--- src/design/pad_pkg.sv ---
package pad_pkg;

  // Field widths of the stream items.
  localparam int AdcW   = 8;
  localparam int LevelW = 12;
  localparam int CountW = 8;

  // The converter byte is scaled up by this shift to form a sample.
  localparam int SampleShift = 4;
  localparam int SampleScale = 1 << SampleShift;

  // An average closes once AvgThreshold+1 peaks have been summed.
  localparam int AvgThreshold = 80;
  localparam int AvgCount     = AvgThreshold + 1;

  // The running sum is kept as quotient and remainder of the peak count.
  localparam int RemW  = $clog2(AvgCount);
  localparam int QuotW = LevelW;

  localparam logic [LevelW-1:0] DeadbandReset = LevelW'(6);

  // Per-code quotient and remainder of a scaled peak divided by the peak count.
  typedef logic [QuotW-1:0] quot_tab_t [1 << AdcW];
  typedef logic [RemW-1:0]  rem_tab_t  [1 << AdcW];

  function automatic quot_tab_t build_quot_tab();
    quot_tab_t tab;
    for (int i = 0; i < (1 << AdcW); i++) begin
      tab[i] = QuotW'((i * SampleScale) / AvgCount);
    end
    return tab;
  endfunction

  function automatic rem_tab_t build_rem_tab();
    rem_tab_t tab;
    for (int i = 0; i < (1 << AdcW); i++) begin
      tab[i] = RemW'((i * SampleScale) % AvgCount);
    end
    return tab;
  endfunction

  localparam quot_tab_t QuotTab = build_quot_tab();
  localparam rem_tab_t  RemTab  = build_rem_tab();

  // One item held in the input register.
  typedef struct packed {
    logic            valid;
    logic [AdcW-1:0] adc;
  } pad_item_t;

endpackage

--- src/design/pad_in_stage.sv ---
module pad_in_stage (
  input  logic                    clk,
  input  logic                    rst,
  input  logic                    s_tvalid,
  output logic                    s_tready,
  input  logic [7:0]              s_tdata,   // [7:0] adc_high
  input  logic                    take,
  output pad_pkg::pad_item_t      item
);
  import pad_pkg::*;

  // The register is free when empty or when its beat moves on this cycle.
  assign s_tready = !item.valid || take;

  // Input register: holds one beat until the core takes it.
  always_ff @(posedge clk) begin
    if (rst) begin
      item.valid <= 1'b0;
    end else if (s_tready) begin
      item.valid <= s_tvalid;
    end
    if (s_tready && s_tvalid) begin
      item.adc <= s_tdata[AdcW-1:0];
    end
  end

endmodule

--- src/design/pad_core.sv ---
module pad_core (
  input  logic                         clk,
  input  logic                         rst,
  input  pad_pkg::pad_item_t           item,
  output logic                         take,
  input  logic [pad_pkg::LevelW-1:0]   deadband,
  output logic                         out_valid,
  input  logic                         out_ready,
  output logic [pad_pkg::LevelW-1:0]   level,
  output logic                         peak_captured,
  output logic                         average_done
);
  import pad_pkg::*;

  // Meter state. The peak is kept as its converter code; the sum of peaks
  // is kept as quotient and remainder of the peak count.
  logic [AdcW-1:0]   peak_code;
  logic              armed;
  logic [QuotW-1:0]  sum_quot;
  logic [RemW-1:0]   sum_rem;
  logic [CountW-1:0] peak_count;
  logic [LevelW-1:0] held_level;

  logic [AdcW-1:0]   peak_code_next;
  logic              armed_next;
  logic [QuotW-1:0]  sum_quot_next;
  logic [RemW-1:0]   sum_rem_next;
  logic [CountW-1:0] peak_count_next;
  logic [LevelW-1:0] held_level_next;
  logic              captured;
  logic              done;

  logic [RemW:0]     rem_add;
  logic              rem_carry;
  logic [QuotW-1:0]  quot_add;
  logic [LevelW:0]   level_dist;

  // A beat moves into the result register when that register is free.
  assign take = item.valid && (!out_valid || out_ready);

  // Peak tracking, half-wave capture and the average with its deadband.
  always_comb begin
    peak_code_next  = peak_code;
    armed_next      = armed;
    sum_quot_next   = sum_quot;
    sum_rem_next    = sum_rem;
    peak_count_next = peak_count;
    held_level_next = held_level;
    captured        = 1'b0;
    done            = 1'b0;

    rem_add    = {1'b0, sum_rem} + {1'b0, RemTab[peak_code]};
    rem_carry  = (rem_add >= (RemW + 1)'(AvgCount));
    // Quotient of the sum after a capture; at the close this is the average.
    quot_add   = sum_quot + QuotTab[peak_code] + QuotW'(rem_carry);
    level_dist = '0;

    if (peak_code < item.adc) begin
      peak_code_next = item.adc;
      armed_next     = 1'b1;
    end else if ((item.adc == '0) && armed) begin
      armed_next      = 1'b0;
      captured        = 1'b1;
      peak_code_next  = '0;
      sum_rem_next    = rem_carry ? RemW'(rem_add - (RemW + 1)'(AvgCount))
                                  : rem_add[RemW-1:0];
      sum_quot_next   = quot_add;
      peak_count_next = peak_count + CountW'(1);
    end

    // The count steps by one, so the average closes exactly at AvgCount.
    if (captured && (peak_count_next == CountW'(AvgCount))) begin
      done            = 1'b1;
      sum_quot_next   = '0;
      sum_rem_next    = '0;
      peak_count_next = '0;
      level_dist = (quot_add > held_level)
                   ? ({1'b0, quot_add} - {1'b0, held_level})
                   : ({1'b0, held_level} - {1'b0, quot_add});
      if (!(level_dist < {1'b0, deadband})) begin
        held_level_next = quot_add;
      end
    end
  end

  // State update on each beat taken.
  always_ff @(posedge clk) begin
    if (rst) begin
      peak_code  <= '0;
      armed      <= 1'b0;
      sum_quot   <= '0;
      sum_rem    <= '0;
      peak_count <= '0;
      held_level <= '0;
    end else if (take) begin
      peak_code  <= peak_code_next;
      armed      <= armed_next;
      sum_quot   <= sum_quot_next;
      sum_rem    <= sum_rem_next;
      peak_count <= peak_count_next;
      held_level <= held_level_next;
    end
  end

  // Result register.
  always_ff @(posedge clk) begin
    if (rst) begin
      out_valid <= 1'b0;
    end else if (take) begin
      out_valid <= 1'b1;
    end else if (out_ready) begin
      out_valid <= 1'b0;
    end
    if (take) begin
      level         <= held_level_next;
      peak_captured <= captured;
      average_done  <= done;
    end
  end

endmodule

--- src/design/peak_average_deadband_meter_top.sv ---
// Channel   Dir  Width  Contents
// s_*       in   8      tdata: adc_high [7:0]
// m_*       out  16     tdata: level [11:0], peak_captured [12], average_done [13]
// cfg_*     in   12     deadband register, written when cfg_wr_en is high
//
// Each accepted beat is held in the input register and then moves to the
// result register, where m_tvalid shows its result; while the output does not
// stall, one beat is accepted every cycle. The whole update of the
// meter state sits between those two registers. Reset is synchronous and
// clears the state and sets the deadband to 6. When the output stalls, one
// more beat is held in the input register before s_tready drops.
module peak_average_deadband_meter_top (
  input  logic        clk,
  input  logic        rst,
  input  logic        s_tvalid,
  output logic        s_tready,
  input  logic [7:0]  s_tdata,      // [7:0] adc_high
  output logic        m_tvalid,
  input  logic        m_tready,
  output logic [15:0] m_tdata,      // [11:0] level, [12] peak_captured,
                                    // [13] average_done, [15:14] zero
  input  logic        cfg_wr_en,
  input  logic [11:0] cfg_wr_data
);
  import pad_pkg::*;

  logic [LevelW-1:0] deadband;
  pad_item_t         item;
  logic              take;
  logic [LevelW-1:0] level;
  logic              peak_captured;
  logic              average_done;

  // Deadband register.
  always_ff @(posedge clk) begin
    if (rst) begin
      deadband <= DeadbandReset;
    end else if (cfg_wr_en) begin
      deadband <= cfg_wr_data[LevelW-1:0];
    end
  end

  pad_in_stage u_in_stage (
    .clk      (clk),
    .rst      (rst),
    .s_tvalid (s_tvalid),
    .s_tready (s_tready),
    .s_tdata  (s_tdata),
    .take     (take),
    .item     (item)
  );

  pad_core u_core (
    .clk           (clk),
    .rst           (rst),
    .item          (item),
    .take          (take),
    .deadband      (deadband),
    .out_valid     (m_tvalid),
    .out_ready     (m_tready),
    .level         (level),
    .peak_captured (peak_captured),
    .average_done  (average_done)
  );

  // Result beat packing.
  assign m_tdata = {2'b00, average_done, peak_captured, level};

endmodule

--- config.mk ---
export PLATFORM = sky130hd
export DESIGN_NAME = peak_average_deadband_meter_top
export DESIGN_NICKNAME = d
export VERILOG_FILES = /design/src/design/pad_pkg.sv /design/src/design/pad_in_stage.sv /design/src/design/pad_core.sv /design/src/design/peak_average_deadband_meter_top.sv
export SDC_FILE = /design/constraint.sdc
export NUM_CORES = 1
export LEC_CHECK = 0
export ABC_CLOCK_PERIOD_IN_PS = 8900
export BUFFER_PORTS_ARGS = -buffer_cell sky130_fd_sc_hd__buf_4
export CORE_MARGIN = 2
export CORE_UTILIZATION = 57
export DETAILED_ROUTE_END_ITERATION = 10
export PLACE_DENSITY = 0.85
export SLEW_MARGIN = 20
export SYNTH_ARGS = -nofsm -noshare
export SYNTH_HDL_FRONTEND = slang
export SYNTH_SLANG_ARGS = --single-unit
export TNS_END_PERCENT = 30
--- constraint.sdc ---
create_clock -name clk -period 8.9 [get_ports clk]
set_clock_uncertainty 0.05 [all_clocks]
set_input_delay 1.335 -clock clk [delete_from_list [all_inputs] [get_ports clk]]
set_output_delay 1.335 -clock clk [all_outputs]
set_load 0.05 [all_outputs]
## After elaboration in Yosys (flattened, before gate mapping)

Memory sizes are Yosys's and may differ from the RTL's.
Cells that the tools add are included.

- Register bits after elaboration: 84
- Latch bits: 0
- Bits in writable memories: 0
- Memory bits (read-only): 4864
- Output and inout bits: 18
- Word-level logic and storage cells: 70
- Memories kept: 2

Memories:

| memory | words | bits a word | read ports | clocked after memory_dff | wr ports | line | text |
|---|---|---|---|---|---|---|---|
| (no name shown) | 256 | 12 | 1 | 0 | 0 | pad_core.sv:55 | `quot_add = sum_quot + QuotTab[peak_code] + QuotW'(rem_carry);` |
| (no name shown) | 256 | 7 | 1 | 0 | 0 | pad_core.sv:52 | `rem_add = {1'b0, sum_rem} + {1'b0, RemTab[peak_code]};` |

- Add/sub/neg operators: 7
- Multiply operators: 0
- Divide/modulo/power cells: 0
- Order comparisons: 5
- Equal/unequal tests: 2
- Shifts and indexed selects: 0
- Muxes and demuxes: 26
- Bitwise operators: 1
- Reductions and logical operators: 14

Operators by type and width:

| kind | count |
|---|---|
| two-way mux 12 bit | 7 |
| two-way mux 7 bit | 6 |
| two-way mux 8 bit | 5 |
| subtractor 12 x 12 -> 13 bit | 2 |
| less-than comparator 13 x 12 -> 1 bit | 1 |
| two-way mux 13 bit | 1 |
| adder 12 x 1 -> 12 bit | 1 |
| adder 12 bit | 1 |
| > comparator 12 bit | 1 |
| >= comparator 9 bit (second input constant) | 1 |
| inverter 8 -> 9 bit | 1 |
| adder 7 x 7 -> 8 bit | 1 |
| adder 8 x 1 -> 8 bit (second input constant) | 1 |
| == test 8 x 7 -> 1 bit (second input constant) | 1 |
| >= comparator 8 x 7 -> 1 bit (second input constant) | 1 |
| zero test 8 bit | 1 |
| less-than comparator 8 bit | 1 |
| two-way mux 1 bit | 7 |
| subtractor 7 bit (second input constant) | 1 |
| nonzero test 2 bit | 3 |
| logical AND 1 bit | 4 |
| AND reduction 3 bit | 1 |
| zero test 1 bit | 2 |
| logical OR 1 bit | 2 |
| 2 further kinds | 2 |

## Longest topological paths before layout

- Depth after elaboration: 12
- Gate-level depth with buffers: 48
- Depth with buffers taken out: 42

## Cells and area by module

Synthesis repeated with hierarchy kept, for this count alone.

- Cells, all modules: 995
- Area total of the unflattened synthesis: 7607.3 µm²

Modules (own cells, without submodules):

| module | times used | cells an instance | area an instance (µm²) | seq. area each (µm²) |
|---|---|---|---|---|
| pad_core | 1 | 938 | 6835.3 | 1401.3 |
| peak_average_deadband_meter_top | 1 | 44 | 476.7 | 240.2 |
| pad_in_stage | 1 | 13 | 295.3 | 260.2 |

## Worst setup path after synthesis

OpenSTA, ideal clock, no wires.

- Path kind: flip-flop to flip-flop
- From: reg u_core.peak_code[0]
- To: reg u_core.level[1] (netlist bit), data pin
- Library setup time: 264 ps
- Data arrival time: 9279 ps
- Data required time: 8586 ps
- Path slack: -692 ps
- Stages on the path, launching flop included: 46
- Period minus slack after synthesis: 9592 ps
- Cell sequence: dfxtp_1 -> clkbuf_1 -> inv_1 -> ha_1 -> clkbuf_1 -> or3_1 -> a21o_1 -> o2111ai_1 -> nand3_1 -> o21a_1 -> ha_1 -> fa_1 -> a21o_1 -> a21oi_1 -> xnor2_1 -> o31ai_1 -> a21oi_1 -> nor2_1 -> [... 10 more ...] -> nand3_2 -> and4bb_2 -> a211oi_2 -> a21o_1 -> buf_6 -> mux2_2 -> or3_1 -> a21oi_1 -> xnor2_1 -> ha_1 -> a21oi_1 -> nand2_1 -> o211ai_1 -> a21oi_1 -> or4_4 -> nand2_4 -> buf_12 -> mux2i_1

- Word-level cells in the longest chain between the ends: 12
- Elaborated cells on any way between the ends: 23

RTL lines:

| item | line | text |
|---|---|---|
| from (decl) | pad_core.sv:17 | `logic [AdcW-1:0] peak_code;` |
| from (signal assigned) | pad_core.sv:96 | `peak_code <= peak_code_next;` |
| inverter 8 -> 9 bit (not written as such) | pad_core.sv:52, pad_core.sv:55 |  |
| memory (256 x 7 bit) | n/a |  |
| two-way mux 7 bit (not written as such) (2 in a row) | pad_core.sv:52 |  |
| adder 7 x 7 -> 8 bit | pad_core.sv:52 |  |
| >= comparator 8 x 7 -> 1 bit | pad_core.sv:53 | `rem_carry = (rem_add >= (RemW + 1)'(AvgCount));` |
| adder 12 x 1 -> 12 bit | pad_core.sv:55 |  |
| subtractor 12 x 12 -> 13 bit (tied with other cells) | pad_core.sv:79 | `: ({1'b0, held_level} - {1'b0, quot_add});` |
| two-way mux 13 bit | pad_core.sv:78 | `? ({1'b0, quot_add} - {1'b0, held_level})` |
| less-than comparator 13 x 12 -> 1 bit | pad_core.sv:80 | `if (!(level_dist < {1'b0, deadband})) begin` |
| two-way mux 12 bit | pad_core.sv:80 |  |
| two-way mux 12 bit * | pad_core.sv:72 | `if (captured && (peak_count_next == CountW'(AvgCount))) begin` |
| named net u_core.held_level_next[1] | pad_core.sv:29 | `logic [LevelW-1:0] held_level_next;` |
| to (signal assigned) | pad_core.sv:115 | `level <= held_level_next;` |
| to (decl) | pad_core.sv:9 | `output logic [pad_pkg::LevelW-1:0] level,` |

Mark *: on every way through the listed nets, which the timed path passes. The rest lies on a longest branch. The select of a mux whose other input is x is not followed.
A chain may end at the register's enable or synchronous reset.

## Worst setup path after layout

- From: reg u_core.peak_code[1]
- To: reg u_core.level[4] (netlist bit), data pin

The elaborated chain is that of the path after synthesis.

==> run_results.csv <==
group,metric,value,unit
outcome,status,"complete, but fails checks",
outcome,violations,"DRC, setup timing",
worst_setup_path,crit_family,"compound AO/OA/AOI/OAI gates",
cts,cts_tree,"yes",
floorplan,fp.dieH,121,um
run,drv_cap,0,
floorplan,rows,42,
yosys,synth_edf_count,22,
final_layout,drive_above_1_share,23.8,%
routing,antenna_left,0,
worst_hold_path,hp-class,"reg -> reg",
place,gp_congestion,0.967,
yosys,syn_area,7780,sq um
yosys,yosysTopAreaCell,"dfxtp_1",
place,dp_cells,1230,
final_layout,final_nets,1190,
global_routing,grt_use_total,31.4,%
cts,clkSlewWorstSetupHoldPaths,0.07,ns
timing,maxSlewHeadroom,12.7,%
floorplan,ios,43,
global_routing,antenna_found_initial,0,
place,dp_hpwl,15500,um
place,port_buffers,40,
timing,drv_slew,0,
global_routing,grt_pass1_vias,7683,
cts,cts.path.max_buffers,2,
worst_setup_path,worstSetupStartpointType,"flop",
yosys,synth_top_family_by_area,"compound AO/OA/AOI/OAI gates",
final_layout,area_growth,23.8,%
timing,fin_crit_sh,104,%
yosys,synth_compound_area_share,29.5,%
routing,num_vias,8860,
yosys,synth_cell_types,77,
yosys,syn_avg_cell_area,7.62,sq um
worst_setup_path,cp_max_fo,13,
cts,numCtsBuffers,9,
power,power_leakage,3.96,nW
yosys,synth_most_common_cell,"nor2_1",
cts,clk_latency,0.37,ns
timing,setup_viol,24,
worst_setup_path,cp.arrival,9.42,ns
yosys,synth-main-ff-cell,"dfxtp_1",
floorplan,die_area,14600,sq um
timing,min_period,9.27,ns
yosys,synth-simple-area-share,17.1,%
worst_setup_path,required,9.05,ns
routing,wl,27000,um
yosys,synthMuxAreaShare,6.34,%
yosys,yosysSeqAreaShare,24.5,%
timing,fin_ws,-0.371,ns
power,peakVddDrop,180,uV
yosys,synth_top_area_share,16.0,%
yosys,yosysWarnings,0,
yosys,ys_ff_latch,84,
routing,avgRoutedWirePerCell,21.1,um
timing,finalHoldViolations,0,
timing,rsz0062_at_grt,"yes",
cts,htreeDepth,3,
worst_setup_path,cp-end-kind,"flop",
global_routing,grt_max_degree,55,
floorplan,coreArea,13300,sq um
routing,drt_iter0_markers,1633,
yosys,synthCells,1020,
routing,dr.pass1.iters,11,
yosys,async_reset_ff_share,0,%
global_routing,overflow,0,
yosys,synthAdderAreaFrac,11.6,%
worst_setup_path,slowest_delay,0.53,ns
worst_setup_path,slowest_stage,"or4_4",
floorplan,fp.dieW,121,um
routing,drc_errors,1,
final_layout,stdcell_count,1277,
final_layout,diodes,0,
worst_setup_path,worstSetupPathType,"reg -> reg",
yosys,synthTopCellsByCount,"98 x nor2_1, 96 x a21oi_1, 92 x nand2_1",
timing,tightest_slew,1.30,ns
global_routing,grt_pass1_wl,37300,um
yosys,synth_area_leaders,"dfxtp_1 16%, ha_1 10%, edfxtp_1 8.5%",
routing,viasPerCell,6.94,
yosys,synthXorXnorAreaFrac,3.04,%
timing,holdWs,0.416,ns
cts,cts_root_buf,"clkbuf_16",
timing,max_freq,108,MHz
power,powerDensity,171,nW/um^2
place,place_ws,-0.208,ns
floorplan,start_util,58.5,%
worst_setup_path,cp_num_buf_inv,4,
cts,cts_sinks,84,
## sequential cells by signal (all words and copies together) (netlist names)
signal                count
u_core.sum_rem            7
u_core.peak_captured      1
u_core.peak_code          8
u_core.peak_count         8
u_core.out_valid          1
deadband                 12
u_in_stage.item           9
u_core.average_done       1
u_core.sum_quot          12
u_core.level             12
u_core.armed              1
u_core.held_level        12
## cells by family (layout without fill, tap and decap cells)
| kind of cell | count (synthesis) | count (layout) |
|---|---|---|
| compound gates | 356 | 356 |
| mux | 45 | 45 |
| simple gates | 287 | 288 |
| fa+ha+maj | 69 | 69 |
| buf+inv | 151 | 230 |
| other cells | 1 | 2 |
| flops | 84 | 84 |
| xor+xnor | 27 | 27 |
## cell type report
cell class / count / area [sq um]
Multi-Input combinational cell: 787 / 5750
Fill cell: 850 / 3670
Tap cell: 176 / 220
Timing Repair Buffer: 138 / 1130
Clock inverter: 5 / 40.0
Clock buffer: 11 / 275
Inverter: 76 / 295
Sequential cell: 84 / 1920
## repair_timing
item	CTS	global route
gates cloned	1	1
hold endpoints to repair	0	0
gates resized for setup	59	63
pin swaps	19	36
buffers inserted	12	17
hold buffers	0	0
setup endpoints to repair	24	24
## where the power goes
group | switching, mW | total (mW) | internal (mW)
clock network | 0.176 | 0.401 | 0.225
logic | 0.472 | 0.833 | 0.361
registers | 0.0115 | 0.415 | 0.403
total | 0.659 | 1.65 | 0.989
## stage by stage
step | area [sq um] | utilization [%] | TNS [ns] | power (mW)
floorplan | 7820 | - | 0 | 0.889
CTS | 9200 | 69.2 | 0 | 1.52
global route | 9630 | 72.4 | -13.06 | 1.71
global placement | 8550 | 64.3 | 0 | 1.04
detailed placement | 8550 | 64.3 | -3.70 | 1.06
finish | 9630 | 72.4 | -8.01 | 1.65
## routing by layer
metal  part of all wire (%)  up-vias  track usage, %
li1                       -     3844               -
met1                     37     4014            41.9
met2                     45      776            49.4
met3                     12      226            6.51
met4                    6.2        0            13.4
met5                      0        -               0
## worst min-delay path, cell delays in order, from the launching register on
cell	delay (ns)
dfxtp_1	0.32
nand2_1	0.05
a21oi_1	0.05
## path summary, 6_finish.rpt
kind	from	end	slack, ns	cells past startpoint
min	u_core.sum_rem[0]	u_core.sum_rem[0]	0.42	2
max	u_core.peak_code[1]	u_core.level[4]	-0.37	44
max reg2reg	u_core.peak_code[1]	u_core.level[4]	-0.37	44
min reg2reg	u_core.sum_rem[0]	u_core.sum_rem[0]	0.42	2
## cells in the final DEF (no fill, tap or decap), types with 5 or more instances in the layout
cell type  count
nor2_1        95
a211oi_2       9
mux2i_1       36
inv_1         71
nand3_1       23
a211oi_1      21
ha_4           9
nor2b_1        6
a311oi_1       5
o21ai_2        5
a22o_1         8
nor3_1        12
edfxtp_1      22
nand2b_1      11
dfxtp_1       57
ha_1          52
and3_1         5
o21ai_1        9
clkbuf_16     12
a21oi_2       16
o21ai_0       72
a31oi_1       16
o211ai_1      18
xnor2_1       12
a21oi_1       75
a21oi_4        5
buf_4        127
xor2_1         9
a21o_1        22
o21a_1         5
a221oi_1       5
a22oi_1       15
nand2_1       90
Note: power is estimated with default switching activity, not from simulation.
